===== config.mk =====
export PLATFORM = sky130hd
export DESIGN_NAME = midi_glide_vibrato_bend
export DESIGN_NICKNAME = d
export VERILOG_FILES = /design/src/mgvb_pkg.sv /design/src/midi_glide_vibrato_bend.sv
export SDC_FILE = /design/constraint.sdc
export NUM_CORES = 2
export LEC_CHECK = 0
export BUFFER_PORTS_ARGS = -buffer_cell sky130_fd_sc_hd__buf_4
export CAP_MARGIN = 20
export CORE_ASPECT_RATIO = 0.8
export CORE_UTILIZATION = 35
export DETAILED_ROUTE_END_ITERATION = 7
export GPL_TIMING_DRIVEN = 1
export PLACE_DENSITY_LB_ADDON = 0.08
export SYNTH_ARGS = -nofsm -noshare
export SYNTH_HDL_FRONTEND = slang
export SYNTH_SLANG_ARGS = --single-unit

===== constraint.sdc =====
create_clock -name clk_i -period 9.7 [get_ports clk_i]
set_input_delay 0.485 -clock clk_i [delete_from_list [all_inputs] [get_ports clk_i]]
set_output_delay 0.485 -clock clk_i [all_outputs]
set_load 0.02 [all_outputs]

===== src/mgvb_pkg.sv =====
// Package with the types, codes and sine table function of the MIDI glide, vibrato and bend block.
`timescale 1ns / 1ps

package mgvb_pkg;

  localparam int SineDepthDef   = 256;
  localparam int SilenceBitsDef = 16;

  localparam logic [7:0]  StNoteOn   = 8'h90;
  localparam logic [7:0]  StNoteOff  = 8'h80;
  localparam logic [7:0]  StBend     = 8'he0;
  localparam logic [6:0]  CenterKey  = 7'd64;
  localparam logic [1:0]  MsgLen     = 2'd3;
  localparam logic [13:0] BendMax    = 14'h3fff;
  localparam logic [15:0] CoeffReset = 16'hffff;
  localparam logic [29:0] BendReset  = 30'h2000_0000;
  localparam logic [13:0] TargetReset = 14'h2000;
  localparam logic [7:0]  NoKey      = 8'd128;

  typedef enum logic [1:0] {
    CFG_GLISS_SEP   = 2'd0,
    CFG_GLIDE_COEFF = 2'd1,
    CFG_PHASE_STEP  = 2'd2,
    CFG_VIB_DEPTH   = 2'd3
  } cfg_reg_e;

  typedef struct packed {
    logic       action;
    logic [1:0] byte_count;
    logic [7:0] status_byte;
    logic [6:0] key_number;
    logic [6:0] velocity;
  } in_item_t;

  typedef struct packed {
    logic [7:0] out_status;
    logic [6:0] out_data_first;
    logic [6:0] out_data_second;
    logic       last_of_run;
  } out_item_t;

  // Sine of a 32-bit phase in Q1.15, from a quarter-wave odd polynomial in Q30.
  function automatic logic signed [15:0] sine_entry(input logic [63:0] u);
    logic [1:0]         quad;
    logic [63:0]        f;
    logic [63:0]        x;
    logic [63:0]        x2;
    logic [63:0]        r;
    logic [63:0]        q;
    logic signed [15:0] v;
    quad = u[31:30];
    f    = {34'd0, u[29:0]};
    x    = quad[0] ? ((64'd1 << 30) - f) : f;
    x2   = (x * x) >> 30;
    r    = 64'd172272;
    r    = 64'd5026995 - ((r * x2) >> 30);
    r    = 64'd85569306 - ((r * x2) >> 30);
    r    = 64'd693598670 - ((r * x2) >> 30);
    r    = 64'd1686629713 - ((r * x2) >> 30);
    q    = (r * x) >> 30;
    q    = (q + 64'd16384) >> 15;
    if (q > 64'd32767) begin
      q = 64'd32767;
    end
    v = $signed(q[15:0]);
    return quad[1] ? -v : v;
  endfunction

endpackage


===== src/midi_glide_vibrato_bend.sv =====
// Top level of the MIDI glide, vibrato and pitch bend generator.
//
//   Channel  Direction  Handshake                 Payload
//   in       input      in_valid_i / in_ready_o   in_data_i (in_item_t)
//   out      output     out_valid_o / out_ready_i out_data_o (out_item_t)
//   cfg      input      cfg_valid_i / cfg_ready_o cfg_index_i, cfg_data_i
//
// An item is taken every cycle unless the output backs up; it passes an input register, where
// the glide, phase and note state is updated, then a bend register, where the sine lookup and
// depth multiply finish, then a two-entry output queue. A result is valid once it is in the
// queue.
// A tick that also releases a note makes two results; it waits in the bend register only
// while the queue has no room for both.
// Reset restores the control, note and config state at once, with no clearing pass.
// A stalled output fills the queue and then stops the input.
`timescale 1ns / 1ps

module midi_glide_vibrato_bend #(
  parameter int SINE_TABLE_DEPTH = mgvb_pkg::SineDepthDef,
  parameter int SILENCE_BITS     = mgvb_pkg::SilenceBitsDef
) (
  input  logic                clk_i,
  input  logic                rst_ni,
  input  logic                in_valid_i,
  output logic                in_ready_o,
  input  mgvb_pkg::in_item_t  in_data_i,
  output logic                out_valid_o,
  input  logic                out_ready_i,
  output mgvb_pkg::out_item_t out_data_o,
  input  logic                cfg_valid_i,
  output logic                cfg_ready_o,
  input  logic [1:0]          cfg_index_i,
  input  logic [31:0]         cfg_data_i
);
  import mgvb_pkg::*;

  localparam int IdxW  = $clog2(SINE_TABLE_DEPTH);
  localparam int ProdW = 32 + IdxW;
  localparam int CmpW  = (SILENCE_BITS > 16) ? SILENCE_BITS : 16;

  // Sine table.
  logic signed [15:0] sine_rom [SINE_TABLE_DEPTH];

  for (genvar k = 0; k < SINE_TABLE_DEPTH; k++) begin : g_sine
    localparam logic [63:0] PhaseU = (64'(k) << 32) / SINE_TABLE_DEPTH;
    assign sine_rom[k] = sine_entry(PhaseU);
  end

  // Configuration registers.
  logic [15:0] sep_q;
  logic [15:0] coeff_q;
  logic [31:0] step_q;
  logic [12:0] depth_q;

  assign cfg_ready_o = 1'b1;

  always_ff @(posedge clk_i or negedge rst_ni) begin
    if (!rst_ni) begin
      sep_q   <= '0;
      coeff_q <= CoeffReset;
      step_q  <= '0;
      depth_q <= '0;
    end else if (cfg_valid_i) begin
      unique case (cfg_reg_e'(cfg_index_i))
        CFG_GLISS_SEP:   sep_q   <= cfg_data_i[15:0];
        CFG_GLIDE_COEFF: coeff_q <= cfg_data_i[15:0];
        CFG_PHASE_STEP:  step_q  <= cfg_data_i;
        CFG_VIB_DEPTH:   depth_q <= cfg_data_i[12:0];
        default: ;
      endcase
    end
  end

  // Input register and note state.
  logic                    a_vld_q;
  in_item_t                a_q;
  logic [29:0]             cur_q;
  logic [13:0]             target_q;
  logic [31:0]             phase_q;
  logic [SILENCE_BITS-1:0] sil_q;
  logic [7:0]              held_q;
  logic                    pend_q;
  logic [7:0]              rel_status_q;
  logic [6:0]              rel_vel_q;

  logic                    b_ready;
  logic                    a_fire;
  logic                    is_tick;
  logic                    is_msg;
  logic                    note_on;
  logic                    note_off;
  logic [SILENCE_BITS-1:0] sil_tick;
  logic                    rel_fire;
  logic                    jump;
  logic [31:0]             phase_new;
  logic [46:0]             glide_keep;
  logic [29:0]             glide_pull;
  logic [29:0]             cur_glide;
  logic [ProdW-1:0]        idx_prod;

  assign in_ready_o = !a_vld_q || b_ready;
  assign a_fire     = a_vld_q && b_ready;

  always_comb begin
    is_tick   = a_q.action;
    is_msg    = !a_q.action && (a_q.byte_count == MsgLen);
    note_on   = is_msg && (a_q.status_byte == StNoteOn) && (a_q.velocity != 7'd0);
    note_off  = is_msg && !note_on && (held_q == {1'b0, a_q.key_number})
                && ((a_q.status_byte == StNoteOn) || (a_q.status_byte == StNoteOff));
    sil_tick  = (pend_q && (sil_q != '1)) ? sil_q + 1'b1 : sil_q;
    rel_fire  = is_tick && pend_q && (CmpW'(sil_tick) > CmpW'(sep_q));
    jump      = note_on && (CmpW'(sil_q) > CmpW'(sep_q));
    phase_new = phase_q + step_q;
    glide_keep = 47'(cur_q) * 47'(17'h10000 - {1'b0, coeff_q});
    glide_pull = 30'(target_q) * 30'(coeff_q);
    cur_glide  = glide_keep[45:16] + glide_pull;
    idx_prod   = ProdW'(phase_new) * ProdW'(SINE_TABLE_DEPTH);
  end

  always_ff @(posedge clk_i or negedge rst_ni) begin
    if (!rst_ni) begin
      a_vld_q      <= 1'b0;
      cur_q        <= BendReset;
      target_q     <= TargetReset;
      phase_q      <= '0;
      sil_q        <= '1;
      held_q       <= NoKey;
      pend_q       <= 1'b0;
      rel_status_q <= '0;
      rel_vel_q    <= '0;
    end else begin
      if (in_ready_o) begin
        a_vld_q <= in_valid_i;
      end
      if (a_fire) begin
        if (is_tick) begin
          sil_q   <= sil_tick;
          phase_q <= phase_new;
          cur_q   <= cur_glide;
          if (rel_fire) begin
            pend_q <= 1'b0;
          end
        end else if (note_on) begin
          target_q <= {a_q.key_number, 7'd0};
          if (jump) begin
            cur_q <= {a_q.key_number, 23'd0};
          end
          held_q <= {1'b0, a_q.key_number};
          pend_q <= 1'b0;
          sil_q  <= '0;
        end else if (note_off) begin
          pend_q       <= 1'b1;
          rel_status_q <= a_q.status_byte;
          rel_vel_q    <= a_q.velocity;
        end
      end
    end
  end

  always_ff @(posedge clk_i) begin
    if (in_valid_i && in_ready_o) begin
      a_q <= in_data_i;
    end
  end

  // Bend register.
  logic            b_vld_q;
  logic            b_pre_q;
  logic [7:0]      b_status_q;
  logic [6:0]      b_vel_q;
  logic            b_tick_q;
  logic [13:0]     b_hi_q;
  logic [IdxW-1:0] b_idx_q;

  always_ff @(posedge clk_i or negedge rst_ni) begin
    if (!rst_ni) begin
      b_vld_q <= 1'b0;
    end else if (b_ready) begin
      b_vld_q <= a_fire && (is_tick || jump);
    end
  end

  always_ff @(posedge clk_i) begin
    if (a_fire) begin
      b_pre_q    <= rel_fire || jump;
      b_status_q <= rel_fire ? rel_status_q : a_q.status_byte;
      b_vel_q    <= rel_fire ? rel_vel_q : a_q.velocity;
      b_tick_q   <= is_tick;
      b_hi_q     <= cur_glide[29:16];
      b_idx_q    <= idx_prod[ProdW-1 -: IdxW];
    end
  end

  logic signed [15:0] sine_val;
  logic signed [29:0] vib_prod;
  logic signed [30:0] vib_round;
  logic signed [15:0] dev;
  logic signed [16:0] bend_sum;
  logic [13:0]        bend;
  out_item_t          msg [2];
  logic [1:0]         need;

  always_comb begin
    sine_val  = sine_rom[b_idx_q];
    vib_prod  = 30'($signed({1'b0, depth_q})) * 30'(sine_val);
    vib_round = 31'(vib_prod) + 31'sd16384;
    dev       = 16'(vib_round >>> 15);
    bend_sum  = $signed({3'b000, b_hi_q}) + 17'(dev);
    if (bend_sum < 0) begin
      bend = '0;
    end else if (bend_sum > $signed({3'b000, BendMax})) begin
      bend = BendMax;
    end else begin
      bend = bend_sum[13:0];
    end

    msg[0] = '{out_status: b_status_q, out_data_first: CenterKey,
               out_data_second: b_vel_q, last_of_run: !b_tick_q};
    msg[1] = '{out_status: StBend, out_data_first: bend[6:0],
               out_data_second: bend[13:7], last_of_run: 1'b1};
    if (!b_pre_q) begin
      msg[0] = msg[1];
    end
    need = {1'b0, b_pre_q} + {1'b0, b_tick_q};
  end

  // Output queue.
  out_item_t  q_q [2];
  logic [1:0] cnt_q;
  out_item_t  q_d [2];
  logic [1:0] cnt_d;
  logic       pop;
  logic       b_push;
  logic [1:0] base;
  logic [1:0] room;
  logic [1:0] slot;

  assign out_valid_o = (cnt_q != 2'd0);
  assign out_data_o  = q_q[0];
  assign pop         = out_valid_o && out_ready_i;

  always_comb begin
    room    = 2'd2 - cnt_q + {1'b0, pop};
    b_push  = b_vld_q && (room >= need);
    b_ready = !b_vld_q || b_push;
    base    = cnt_q - {1'b0, pop};
    q_d     = q_q;
    if (pop) begin
      q_d[0] = q_q[1];
    end
    for (int i = 0; i < 2; i++) begin
      slot = 2'(i) - base;
      if (b_push && (2'(i) >= base) && (slot < need)) begin
        q_d[i] = msg[slot[0]];
      end
    end
    cnt_d = base + (b_push ? need : 2'd0);
  end

  always_ff @(posedge clk_i or negedge rst_ni) begin
    if (!rst_ni) begin
      cnt_q <= '0;
    end else begin
      cnt_q <= cnt_d;
    end
  end

  always_ff @(posedge clk_i) begin
    q_q <= q_d;
  end

endmodule

---- Yosys cells after proc, flatten, opt, wreduce, memory -nomap -nowiden ----
Memory sizes are Yosys's and may differ from the RTL's.
Index checks and enable logic that the tools add are counted.
word-level totals
  memories kept ........................... 1
  word-level logic and storage cells ...... 149
  register bits after elaboration ......... 300
  ROM bits ................................ 4096
  input port bits ......................... 64
operators by class
  add/sub/neg operators ................... 13
  equal/unequal tests ..................... 9
  bitwise gates (word level) .............. 5
  order comparisons ....................... 12
  reductions and logical operators ........ 46
  multiplexer cells ....................... 26
  multipliers ............................. 3
memory list
  memory            depth  bits a word  rd ports  clocked after Yosys merged registers in  wr ports  line                            text
  (name not given)  256    16           1         0                                        0         midi_glide_vibrato_bend.sv:204  sine_val = sine_rom[b_idx_q];
operator list
  operator                  number
  $mux W23                  9
  $mux W30                  3
  $mux W16                  5
  $mul A31 B18 Y46          1
  $add A32 B32 Y32          1
  $gt A16 B16 Y1            2
  $add A30 B16 Y31 const B  1
  $add A30 B30 Y30          1
  $mul A14 B16 Y30          1
  $mux W14                  2
  $mul A7 B16 Y23           1
  $logic_and A1 B1 Y1       19
  $sub A17 B16 Y18 const A  1
  $add A15 B16 Y17          1
  $gt A17 B15 Y1 const B    1
  $lt A17 B1 Y1 const B     1
  $add A16 B1 Y16 const B   1
  $eq A8 B8 Y1 const B      2
  $ne A16 B16 Y1 const B    1
  $reduce_and A2 Y1         6
  $ge A9 B9 Y1 const B      1
  $not A8 Y9                1
  $reduce_and A3 Y1         3
  $eq A8 B7 Y1              1
  26 further kinds          48

---- Logic depth before layout (Yosys ltp) ----
  word-level depth ........................ 15
  mapped depth ............................ 51

---- Worst setup path before layout ----
Ideal clock, no wire load.
  kind .................................... flip-flop to flip-flop
  from .................................... register b_idx_q[1]
  to ...................................... register q_q, in the netlist out_data_o[6] (data pin)
  setup time .............................. 275 ps
  clock period less this slack ............ 10691 ps
  path slack .............................. -991 ps
  cell stages (with the launch flop) ...... 48
  arrival ................................. 10416 ps
  buffers on the path ..................... 5
  cells stage by stage .................... edfxtp_1 > buf_2 > inv_1 > ha_1 > clkbuf_1 > nand2_1 > clkbuf_1 > nand2_1 > nand2_1 > a21oi_1 > a21oi_1 > a21oi_1 > mux4_2 > clkbuf_1 > and2_1 > fa_1 > inv_1 > fa_1 > [12 not listed] > nor2b_1 > o21a_1 > nor2_1 > xnor2_1 > ha_1 > a21o_1 > a21oi_1 > o21bai_1 > a21oi_1 > o21bai_1 > a221oi_1 > o21ai_0 > o41ai_1 > nand2_1 > nor4b_4 > buf_6 > a2111oi_2 > a22oi_1
RTL lines
  item                    line                            text
  from (decl)             midi_glide_vibrato_bend.sv:173  logic [IdxW-1:0] b_idx_q;
  from (signal assigned)  midi_glide_vibrato_bend.sv:190  b_idx_q <= idx_prod[ProdW-1 -: IdxW];
  to (signal assigned)    midi_glide_vibrato_bend.sv:269  q_q <= q_d;
  to (decl)               midi_glide_vibrato_bend.sv:228  out_item_t q_q [2];

==> summary.md <==
| Metric | Value |
|---|---|
| Grt ovf | `0` |
| Total Routed Length | `roughly 160000 um` |
| Die X | `approximately 410 um` |
| Vias in the first global route | `roughly 40k` |
| Fin Setup TNS | `-13.05 ns` |
| CP endpoint kind | `flip-flop` |
| Htree depth | `2` |
| Global-route wire length before repair | `around 250000 um` |
| Num rows | `about 120` |
| Post-synth EDFFs | `between 100 and 150` |
| Synth-to-Final Area Change | `24.35%` |
| RSZ-0062 raised after global routing | `yes` |
| Drt first pass iters | `6` |
| Overall Global Routing Usage | `between 20% and 30%` |
| Slowest cell delay on critical path | `between 0.6 and 0.7 ns` |
| DR iter-0 viols | `2813` |
| GRT met2 Usage | `between 30% and 40%` |
| NumNets Final | `~7k` |
| Slew @ Worst Pin | `1.019 ns` |
| Total number of vias | `38.73k` |
| Longest Clk Path Bufs | `3` |
| GRT Max-Usage Layer | `met1` |
| Final setup margin | `-0.5382 ns` |
| Max cap viols | `0` |
| Met1 GRT Util | `~37%` |
| WHS | `slightly above 0.04 ns` |
| Final period utilization | `105.5%` |
| R2R cell count | `44` |
| Sequential area share after synthesis | `between 10% and 20%` |
| Initial core utilization | `35.50%` |
| Hold depth | `1` |
| Endpoint required time on the critical path | `10.16 ns` |
| Die area | `between 0.1 and 0.15 sq mm` |
| Post-Syn Area per Cell | `~9.0 sq um` |
| Largest net degree at the start of global routing | `64` |
| Finished Cell Area | `roughly 0.058 sq mm` |
| Core ar. | `between 0.1 and 0.15 sq mm` |
| Hold Fails Final Rpt | `0` |
| Skew final | `a little over 0.05 ns` |
| Outcome | `finished, violations left` |
| Register bit count reported by yosys | `around 290` |
| Worst reg2reg endpoint | `out_data_o[4]$_DFFE_PP_` |
| Hold WC Path Type | `input pin to flip-flop` |
| Worst R2R Setup Slack | `-0.54 ns` |
| M3 GR Usage | `2.977%` |
| Clk_lat worst skew | `roughly 0.62 ns` |
| Routed len/inst | `20.95 um` |
| Worst slew margin | `a little under a third` |
| CP Max Fanout | `9` |
| DRC Markers | `0` |
| Hold Path Origin | `in_data_i[9]` |
| TritonCTS Buffers | `39` |
| Critical path class | `flip-flop to flip-flop` |
| Final setup violation count | `36` |
| Reg-to-Reg Start | `b_idx_q[1]$_DFFE_PP_` |
| Clock Sink Count | `294` |
| Pins Over Slew Limit | `0` |
| Antenna violations before repair | `7` |
| Minimum clock period | `approximately 10 ns` |
| Clk slew on worst S/H paths | `~0.06 ns` |
| Clock root buffer | `clkbuf_16` |
| Syn. warnings | `0` |
| Via density | `just over 5` |
| CP startpoint kind | `flip-flop` |
| Setup WS pre-CTS | `-1.056 ns` |
| IO buf count | `88` |
| Synth Net Count | `6364` |
| Cell variety after synth | `96` |
| Fmax achieved | `between 0.09 and 0.1 GHz` |
| Top_reg_cell synth | `dfrtp_1` |
| Die height | `between 300 and 400 um` |
| Final RePlAce weighted congestion | `0.9809` |
| FFs w/ async S/R, synth | `a little over three fifths` |
| Post-DP Area | `0.05461 sq mm` |
| Fraction of layout cells with a size suffix above 1 | `roughly 24%` |
| Crit path max-delay cell type | `fa_2` |
| WHS Endpoint | `a_q[9]$_DFFE_PP_` |
| Mapped Cells | `5214` |
| Dpl hpwl | `approximately 130000 um` |
| CTS tree | `yes` |
| Final ANT Viol Nets | `0` |
| IO Pins | `90` |
| Mapped Area | `around 0.047 sq mm` |
| Crit path DAT | `approximately 11 ns` |
| Failing checks | `setup timing` |
-- worst max path at each step --
stage                    startpoint                        to  slack, ns
6_report       b_idx_q[1]$_DFFE_PP_   out_data_o[4]$_DFFE_PP_      -0.54
5_1_grt        b_idx_q[1]$_DFFE_PP_  out_data_o[14]$_DFFE_PP_      -0.90
4_1_cts        b_idx_q[1]$_DFFE_PP_   out_data_o[3]$_DFFE_PP_      -0.52
3_5_place_dp   b_idx_q[0]$_DFFE_PP_   out_data_o[3]$_DFFE_PP_      -1.06
3_3_place_gp   b_idx_q[0]$_DFFE_PP_   out_data_o[2]$_DFFE_PP_      -0.92
2_1_floorplan  b_idx_q[1]$_DFFE_PP_   out_data_o[2]$_DFFE_PP_      -0.11
-- layout make-up --
type | instances | area [sq um]
flip-flops and latches | 294 | 7951
clock inverters | 23 | 256.5
multi-input cells | 3769 | 36330
inverters | 840 | 3163
diodes | 1 | 2.502
well taps | 1754 | 2195
repair buffers | 893 | 7482
fillers | 13070 | 73940
clock buffers | 48 | 1050
-- per-stage QoR --
stage,instances,util (%)
floorplan,5214,-
global placement,7454,41.26
detailed placement,7454,41.26
CTS,7594,43.37
global route,7621,44.14
finish,7622,44.14
-- critical path, delay by kind of cell (launching register included) --
kind	cells	cell delay, ns
adder cells (fa/ha/maj)	8	3.46
flip-flops	1	0.44
AO/OA/AOI/OAI	20	3.12
multiplexers	1	0.56
buffers and inverters	8	1.30
XOR/XNOR	1	0.14
AND/OR/NAND/NOR	6	1.07
-- cells in the mapped netlist, drive strengths merged (35+ instances only) --
library cell	count	share of area, %
inv	840	6.7
nand2	744	6.0
fa	695	30
ha	391	10
and2	339	4.5
clkbuf	240	1.9
o21ai	203	2.2
a21oi	198	2.1
nor2	170	1.4
dfrtp	149	7.9
xnor2	112	2.1
edfxtp	110	7.0
mux2	98	2.3
nand3	81	0.87
buf	71	0.93
a21o	68	1.1
nor3	55	0.59
nor2b	54	0.72
xor2	51	0.95
nand2b	48	0.65
o21a	38	0.61
a31oi	35	0.53
dfstp	35	2.0
-- flip-flops by register name, summed over array words and instances, names as in the netlist, 2 cells and up --
| signal | count |
|---|---|
| b_idx_q | 8 |
| rel_status_q | 8 |
| b_vel_q | 7 |
| coeff_q | 16 |
| sil_q | 16 |
| a_q | 24 |
| sep_q | 16 |
| rel_vel_q | 7 |
| depth_q | 13 |
| step_q | 32 |
| phase_q | 32 |
| cur_q | 30 |
| out_data_o | 23 |
| b_hi_q | 14 |
| q_q | 23 |
| cnt_q | 2 |
| b_status_q | 8 |
| held_q | 8 |
-- cells in the final DEF (no fill, tap or decap), types with 42 or more instances in the layout --
master / instances
nor2_1: 144
inv_1: 821
o21ai_0: 152
mux2_2: 98
edfxtp_1: 110
a21o_1: 68
nand2_1: 719
nor3_1: 42
buf_6: 46
a21oi_1: 160
and2_1: 329
buf_4: 797
fa_1: 679
nor2b_1: 49
ha_1: 370
nand3_1: 79
xnor2_1: 95
dfrtp_1: 149
xor2_1: 43
-- what timing repair did --
action	CTS	global route
setup endpoints to repair	44	48
resized for setup	212	191
pin swaps	66	136
setup buffers	67	31
endpoints found under the hold margin	54	0
hold buffers	2	0
gates cloned	4	0
-- per-layer routing --
metal | vias up | wire length [um]
met2 | 993 | 68560
li1 | 18000 | -
met5 | - | 7
met3 | 155 | 8969
met4 | 2 | 2787
met1 | 19580 | 79360
-- logic make-up (layout without fill, tap and decap cells) --
| family | after synthesis | in the layout | share of synthesized area [%] |
|---|---|---|---|
| and+or+nand+nor | 1602 | 1602 | 16.34 |
| other | 1 | 2 | 0.007981 |
| xor gates and xnor gates | 165 | 165 | 3.134 |
| buffers and inverters | 1151 | 1804 | 9.557 |
| muxes | 108 | 108 | 2.695 |
| DFF | 294 | 294 | 16.92 |
| adders and majority gates | 1086 | 1086 | 40.02 |
| AOI/OAI and AO/OA | 807 | 807 | 11.32 |
Power is not shown: default switching activity piles up to over one toggle a cycle in this logic, so the estimate is an artifact.
